<file path="config.mk">
export PLATFORM = sky130hd
export DESIGN_NAME = radix_digit_converter_flat
export DESIGN_NICKNAME = d
export VERILOG_FILES = /design/src/hw/rtl/rdc_pkg.sv /design/src/hw/rtl/rdc_stream_if.sv /design/src/hw/rtl/radix_digit_converter.sv /design/src/hw/rtl/rdc_divider.sv /design/src/flat_wrapper.sv
export SDC_FILE = /design/constraint.sdc
export NUM_CORES = 1
export LEC_CHECK = 0
export BUFFER_PORTS_ARGS = -buffer_cell sky130_fd_sc_hd__buf_2
export CORE_MARGIN = 8
export CORE_UTILIZATION = 55
export DETAILED_ROUTE_END_ITERATION = 6
export GPL_ROUTABILITY_DRIVEN = 0
export GPL_TIMING_DRIVEN = 0
export PLACE_DENSITY_LB_ADDON = 0.08
export REMOVE_ABC_BUFFERS = 1
export SYNTH_ARGS = -nofsm -noshare
export SYNTH_HDL_FRONTEND = slang
export SYNTH_SLANG_ARGS = --single-unit
export TNS_END_PERCENT = 1
</file>
<file path="constraint.sdc">
create_clock -name clk -period 5.3 [get_ports clk]
set_clock_uncertainty 0.15 [all_clocks]
set_input_delay 0 -clock clk [delete_from_list [all_inputs] [get_ports clk]]
set_output_delay 0 -clock clk [all_outputs]
set_load 0.005 [all_outputs]
</file>
<file path="src/hw/rtl/rdc_pkg.sv">
// Package: shared constants, types and helper functions of the radix digit converter.
package rdc_pkg;

  localparam int VALUE_WIDTH = 31;
  localparam int RADIX_W     = 7;
  localparam int CNT_W       = $clog2(VALUE_WIDTH);

  localparam logic [RADIX_W-1:0] RADIX_MIN   = 7'd2;
  localparam logic [RADIX_W-1:0] RADIX_MAX   = 7'd72;
  localparam logic [RADIX_W-1:0] RADIX_RESET = 7'd10;
  localparam logic [6:0]         CHAR_ZERO   = 7'd48;
  localparam logic [6:0]         CHAR_NINE   = 7'd57;
  localparam logic [6:0]         LETTER_GAP  = 7'd7;

  typedef enum logic {
    ST_IDLE,
    ST_DIV
  } state_t;

  // Clamp the programmed radix into the supported range.
  function automatic logic [RADIX_W-1:0] effective_radix(input logic [RADIX_W-1:0] r);
    logic [RADIX_W-1:0] v;
    v = r;
    if (v < RADIX_MIN) v = RADIX_MIN;
    if (v > RADIX_MAX) v = RADIX_MAX;
    return v;
  endfunction

  // Map a remainder to its ASCII code: digits, then letters and beyond.
  function automatic logic [6:0] digit_code(input logic [RADIX_W-1:0] rem);
    logic [6:0] d;
    d = rem + CHAR_ZERO;
    if (d > CHAR_NINE) d = d + LETTER_GAP;
    return d;
  endfunction

endpackage

</file>
<file path="src/hw/rtl/rdc_stream_if.sv">
// Interfaces: valid/ready channels for input values and output digit characters.
interface rdc_in_if;
  logic                            valid;
  logic                            ready;
  logic [rdc_pkg::VALUE_WIDTH-1:0] value;

  modport source (output valid, output value, input ready);
  modport sink   (input valid, input value, output ready);
endinterface

interface rdc_out_if;
  logic       valid;
  logic       ready;
  logic [6:0] digit_char;
  logic       last_digit;

  modport source (output valid, output digit_char, output last_digit, input ready);
  modport sink   (input valid, input digit_char, input last_digit, output ready);
endinterface

</file>
<file path="src/hw/rtl/radix_digit_converter.sv">
// Top level: converts an integer into ASCII digits of a programmable radix, LSD first.
//
//   channel   dir  handshake          payload
//   in_chan   in   valid/ready        value[VALUE_WIDTH-1:0]
//   out_chan  out  valid/ready        digit_char[6:0], last_digit
//   cfg       in   cfg_we (no wait)   cfg_wdata[6:0] = radix
//
// Each digit is computed in the bit-serial divider and then handed to the output
// register. Reset is synchronous, active low, and leaves radix 10 and an empty
// output. A stalled output holds the next digit in the divider; a new value is
// taken once the last digit of the run sits in the output register, even while
// that digit still waits.
module radix_digit_converter (
  input  logic                        clk,
  input  logic                        rst_n,
  rdc_in_if.sink                      in_chan,
  rdc_out_if.source                   out_chan,
  input  logic                        cfg_we,
  input  logic [rdc_pkg::RADIX_W-1:0] cfg_wdata
);
  import rdc_pkg::*;

  state_t                 state_r, state_nxt;
  logic [RADIX_W-1:0]     radix_r;
  logic                   out_valid_r, out_valid_nxt;
  logic [6:0]             digit_r, digit_nxt;
  logic                   last_r, last_nxt;

  logic                   div_start;
  logic [VALUE_WIDTH-1:0] div_dividend;
  logic                   div_done;
  logic [VALUE_WIDTH-1:0] div_quot;
  logic [RADIX_W-1:0]     div_rem;
  logic                   slot_free;

  rdc_divider u_div (
    .clk       (clk),
    .rst_n     (rst_n),
    .start     (div_start),
    .dividend  (div_dividend),
    .divisor   (effective_radix(radix_r)),
    .done      (div_done),
    .quotient  (div_quot),
    .remainder (div_rem)
  );

  // The output register can take a digit when empty or when it drains this cycle.
  assign slot_free = !out_valid_r || out_chan.ready;

  always_comb begin
    state_nxt     = state_r;
    out_valid_nxt = out_valid_r;
    digit_nxt     = digit_r;
    last_nxt      = last_r;
    div_start     = 1'b0;
    div_dividend  = div_quot;
    in_chan.ready = 1'b0;

    if (out_valid_r && out_chan.ready) out_valid_nxt = 1'b0;

    case (state_r)
      ST_IDLE: begin
        in_chan.ready = 1'b1;
        if (in_chan.valid) begin
          // Start the first division straight from the accepted value.
          div_start    = 1'b1;
          div_dividend = in_chan.value;
          state_nxt    = ST_DIV;
        end
      end
      ST_DIV: begin
        if (div_done && slot_free) begin
          out_valid_nxt = 1'b1;
          digit_nxt     = digit_code(div_rem);
          last_nxt      = (div_quot == '0);
          if (div_quot == '0) begin
            state_nxt = ST_IDLE;
          end else begin
            // Advance to the next digit with the quotient as new dividend.
            div_start = 1'b1;
          end
        end
      end
      default: begin
        state_nxt = ST_IDLE;
      end
    endcase
  end

  always_ff @(posedge clk) begin
    if (!rst_n) begin
      state_r     <= ST_IDLE;
      out_valid_r <= 1'b0;
      radix_r     <= RADIX_RESET;
    end else begin
      state_r     <= state_nxt;
      out_valid_r <= out_valid_nxt;
      if (cfg_we) radix_r <= cfg_wdata;
    end
  end

  always_ff @(posedge clk) begin
    digit_r <= digit_nxt;
    last_r  <= last_nxt;
  end

  assign out_chan.valid      = out_valid_r;
  assign out_chan.digit_char = digit_r;
  assign out_chan.last_digit = last_r;

endmodule

</file>
<file path="src/hw/rtl/rdc_divider.sv">
// Module: bit-serial restoring divider, one quotient bit per cycle.
module rdc_divider (
  input  logic                            clk,
  input  logic                            rst_n,
  input  logic                            start,
  input  logic [rdc_pkg::VALUE_WIDTH-1:0] dividend,
  input  logic [rdc_pkg::RADIX_W-1:0]     divisor,
  output logic                            done,
  output logic [rdc_pkg::VALUE_WIDTH-1:0] quotient,
  output logic [rdc_pkg::RADIX_W-1:0]     remainder
);
  import rdc_pkg::*;

  logic [VALUE_WIDTH-1:0] work_r, work_nxt;
  logic [RADIX_W-1:0]     rem_r, rem_nxt;
  logic [RADIX_W-1:0]     divisor_r;
  logic [CNT_W-1:0]       cnt_r, cnt_nxt;
  logic                   busy_r, busy_nxt;
  logic                   done_r, done_nxt;
  logic [RADIX_W:0]       trial;
  logic [RADIX_W:0]       diff;
  logic                   ge;

  // Shift the next dividend bit into the partial remainder and try a subtract.
  assign trial = {rem_r, work_r[VALUE_WIDTH-1]};
  assign ge    = trial >= {1'b0, divisor_r};
  assign diff  = trial - {1'b0, divisor_r};

  always_comb begin
    work_nxt = work_r;
    rem_nxt  = rem_r;
    cnt_nxt  = cnt_r;
    busy_nxt = busy_r;
    done_nxt = done_r;
    if (start) begin
      work_nxt = dividend;
      rem_nxt  = '0;
      cnt_nxt  = CNT_W'(VALUE_WIDTH - 1);
      busy_nxt = 1'b1;
      done_nxt = 1'b0;
    end else if (busy_r) begin
      work_nxt = {work_r[VALUE_WIDTH-2:0], ge};
      rem_nxt  = ge ? diff[RADIX_W-1:0] : trial[RADIX_W-1:0];
      cnt_nxt  = cnt_r - 1'b1;
      if (cnt_r == '0) begin
        busy_nxt = 1'b0;
        done_nxt = 1'b1;
      end
    end
  end

  always_ff @(posedge clk) begin
    if (!rst_n) begin
      busy_r <= 1'b0;
      done_r <= 1'b0;
      cnt_r  <= '0;
    end else begin
      busy_r <= busy_nxt;
      done_r <= done_nxt;
      cnt_r  <= cnt_nxt;
    end
  end

  always_ff @(posedge clk) begin
    work_r <= work_nxt;
    rem_r  <= rem_nxt;
    if (start) divisor_r <= divisor;
  end

  assign done      = done_r;
  assign quotient  = work_r;
  assign remainder = rem_r;

endmodule
</file>
<file path="src/flat_wrapper.sv">
// flat-port wrapper written by rule: the top's interface ports become plain ports
module radix_digit_converter_flat import rdc_pkg::*;
  (clk, rst_n, cfg_we, cfg_wdata, in_chan_valid, in_chan_value, in_chan_ready, out_chan_valid, out_chan_digit_char, out_chan_last_digit, out_chan_ready);
  rdc_in_if in_chan_i ();
  rdc_out_if out_chan_i ();
  input  logic clk;
  input  logic rst_n;
  input  logic cfg_we;
  input  logic [rdc_pkg::RADIX_W-1:0] cfg_wdata;
  input wire logic [$bits(in_chan_i.valid)-1:0] in_chan_valid;
  input wire logic [$bits(in_chan_i.value)-1:0] in_chan_value;
  output wire logic [$bits(in_chan_i.ready)-1:0] in_chan_ready;
  output wire logic [$bits(out_chan_i.valid)-1:0] out_chan_valid;
  output wire logic [$bits(out_chan_i.digit_char)-1:0] out_chan_digit_char;
  output wire logic [$bits(out_chan_i.last_digit)-1:0] out_chan_last_digit;
  input wire logic [$bits(out_chan_i.ready)-1:0] out_chan_ready;
  assign in_chan_i.valid = in_chan_valid;
  assign in_chan_i.value = in_chan_value;
  assign in_chan_ready = in_chan_i.ready;
  assign out_chan_valid = out_chan_i.valid;
  assign out_chan_digit_char = out_chan_i.digit_char;
  assign out_chan_last_digit = out_chan_i.last_digit;
  assign out_chan_i.ready = out_chan_ready;
  radix_digit_converter u_core (.clk(clk), .rst_n(rst_n), .in_chan(in_chan_i), .out_chan(out_chan_i), .cfg_we(cfg_we), .cfg_wdata(cfg_wdata));
endmodule
</file>
==> impl_metrics.tcl <==
set metrics [dict create \
    status "completed" \
    setup_viol 0 \
    min_path_type "reg2reg" \
    numCtsBuffers 9 \
    hp-start "u_core.u_div.done" \
    cts_tree "yes" \
    diodes 0 \
    wl_per_cell_um 15.1 \
    pwr-share-seq 0.475 \
    synth_compound_area_frac 0.0896 \
    p_leak_nw 1.81 \
    synth-seq-area-share 0.530 \
    die_area_um2 9120 \
    design.final.nets 445 \
    yosysTopAreaCell "edfxtp_1" \
    relSlewSlack 0.425 \
    drtPass1Iterations 4 \
    synth_common_cells "edfxtp_1, dfxtp_1, inv_1" \
    slew_violations 0 \
    total_power_w 0.00150 \
    ant_nets 0 \
    synthSimpleGateAreaFrac 0.114 \
    postSynthAreaPerCell_um2 12.1 \
    cts_root_buf "clkbuf_8" \
    drc 0 \
    p_sw_frac 0.286 \
    critical_path_required_ns 5.13 \
    synthAdderAreaFrac 0.0490 \
    die_w_um 95.5 \
    synth-xor-area-share 0.0302 \
    hold_end "u_core.out_chan.valid" \
    routed_wl_um 7090 \
    io_buffers 52 \
    synth_seq_cells 69 \
    worstMarginPinSlew_ns 0.861 \
    reg2reg_from "u_core.u_div.quotient[6]" \
    path_clk_slew_ns 0.08 \
    critPathKind "reg2reg" \
    vias 2517 \
    fin_crit_ns 2.72 \
    synth_edf_count 46 \
    synth_most_common_cell "edfxtp_1" \
    pwr-share-clk 0.274 \
    syn_area_um2 3480 \
    cp_max_fo 31 \
    initial_core_util 0.557 \
    grt_usage 0.162 \
    grt_pass1_vias 2527 \
    fin_setup_tns_ns 0 \
    finalCritPeriodShare 0.513 \
    die_y_um 95.5 \
    post_cts_buffers 0 \
    grt_overflow_total 0 \
    r2r.worst_path.cells 5 \
    area_delta_synth_final_pct 28.9 \
    drive_above_1_share 0.272 \
    yosys-mux-area-fraction 0.143 \
    cp.arrival_ns 2.55 \
    antenna_found_initial 0 \
    cp-startpoint "u_core.u_div.quotient[6]" \
    ys_warn_count 0 \
    hold_viol_final 0 \
    async_flop_share 0 \
    crit_path_end_kind "flip-flop" \
    power_frac_comb 0.251 \
    post_cts_resized 0 \
    yosysUniqueCellTypes 46 \
    timing.hold.ws_ns 0.337 \
    htreeDepth 3 \
    synthTopCellsByArea "edfxtp_1, dfxtp_1, mux2_4, mux2_2, ha_1" \
    vdd_ir_drop_max_v 0.000239 \
    rows 29 \
    synth-main-ff-cell "edfxtp_1" \
    fmax_mhz 368 \
    max_cap_viol_count 0 \
    p_int_w 0.00107 \
    r2r_end "u_core.u_div.quotient[4]" \
    crit_path_start_kind "flip-flop" \
    rsz0062_at_grt "false" \
    p_switching_w 0.000427 \
    coreArea_um2 6240 \
    grt_pass1_wl_um 11500 \
    io_pins 53 \
    cts_max_path_buffers 2 \
    clk_latency_ns 0.33 \
    power_density_nw_per_um2 334 \
    cts.sinks 69 \
    viasPerCell 5.36 \
    syn_inst 288 \
    hpwl_um 4540 \
    min_delay_path_depth 2 \
    grt_max_degree 32 \
    synth_top_family_by_area "multiplexers" \
    synth_top_cell_area_share 0.397 \
    first_iter_violations 130 \
    r2r_slack_ns 2.58 \
]
worst max-delay path by stage:
stage | end | slack (ns)
floorplan | u_core.u_div.quotient[0] | 1.66
global placement | u_core.u_div.quotient[7] | 0.68
detailed placement | u_core.u_div.quotient[10] | 2.16
CTS | u_core.u_div.quotient[30] | 2.13
global route | u_core.u_div.quotient[4] | 2.39
finish | u_core.u_div.quotient[4] | 2.58
power by group through the flow:
stage               clock network (W)  registers [W]  logic [W]
floorplan                           0       0.000703   0.000274
global placement                    0       0.000719   0.000330
detailed placement                  0       0.000721   0.000342
CTS                          0.000420       0.000710   0.000374
global route                 0.000442       0.000719   0.000423
finish                       0.000411       0.000710   0.000376
cell families after synthesis:
family / after synthesis
compound gates: 43
xor+xnor: 12
fa+ha+maj: 13
buf+inv: 34
flops: 69
mux: 41
simple gates: 76
repair_timing:
item	in CTS	in global routing
hold buffers	50	0
endpoints found under the setup margin	0	0
endpoints found under the hold margin	45	0
cell type report:
cell class | count | area, um^2
clock buffer | 9 | 124
clock inverter | 6 | 65.1
fill | 444 | 1760
inverter | 21 | 78.8
multi-input combinational | 185 | 1490
sequential | 69 | 1840
tap | 77 | 96.3
timing repair buffer | 103 | 781
metrics by stage:
step	setup WS (ns)	cell area [um^2]	cells	util
after CTS	2.13	4480	470	0.718
after global routing	2.39	4480	470	0.718
final	2.58	4480	470	0.718
after floorplan	1.66	3400	275	-
after detailed placement	2.16	3790	405	0.607
after global placement	0.684	3760	404	0.602
routing by layer:
metal,part of all wire,routed length (um),global-route usage
met4,0.0064,45,0.0589
met1,0.44,3140,0.198
met5,0,0,0
met3,0.040,282,0.0323
met2,0.51,3620,0.277
flip-flops by register name, summed over array words and instances, names as in the netlist:
register / count
u_core.out_chan.valid: 1
u_core.out_chan.last_digit: 1
u_core.u_div.cnt_r: 5
u_core.radix_r: 7
u_core.out_chan.digit_char: 7
u_core.u_div.done: 1
u_core.u_div.remainder: 7
u_core.u_div.busy_r: 1
u_core.u_div.quotient: 31
u_core.u_div.divisor_r: 7
u_core.state_r: 1
cells in the final DEF, fill, tap and decap left out, types with 2 or more instances in the layout:
cell and instances:
dfxtp_1 23, o21ai_0 5, a21oi_1 11, nor4b_1 2
xnor2_1 8, edfxtp_1 46, a31o_2 3, xor2_1 4
or3_1 3, clkbuf_8 9, clkinv_4 2, clkinv_2 2
inv_1 21, a311oi_1 3, buf_2 52, nor4_1 8
a211oi_1 5, nor2_2 2, mux2_2 17, mux2i_1 11
nand2_1 14, a31oi_1 2, o21a_1 6, dlygate4sd3_1 50
nand4_1 4, nor2b_1 3, nand3_1 5, mux2_4 13
nand2b_1 5, nor2_1 20, nor3_1 4, ha_1 12
critical path: stages, from the launching register on:
cell and delay [ns]:
edfxtp_1 0.40, nor4_1 0.41, nand4_1 0.21, nor2_2 0.28, o2bb2ai_4 0.32, o22a_2 0.58
Note: power is estimated with default switching activity, not from simulation.
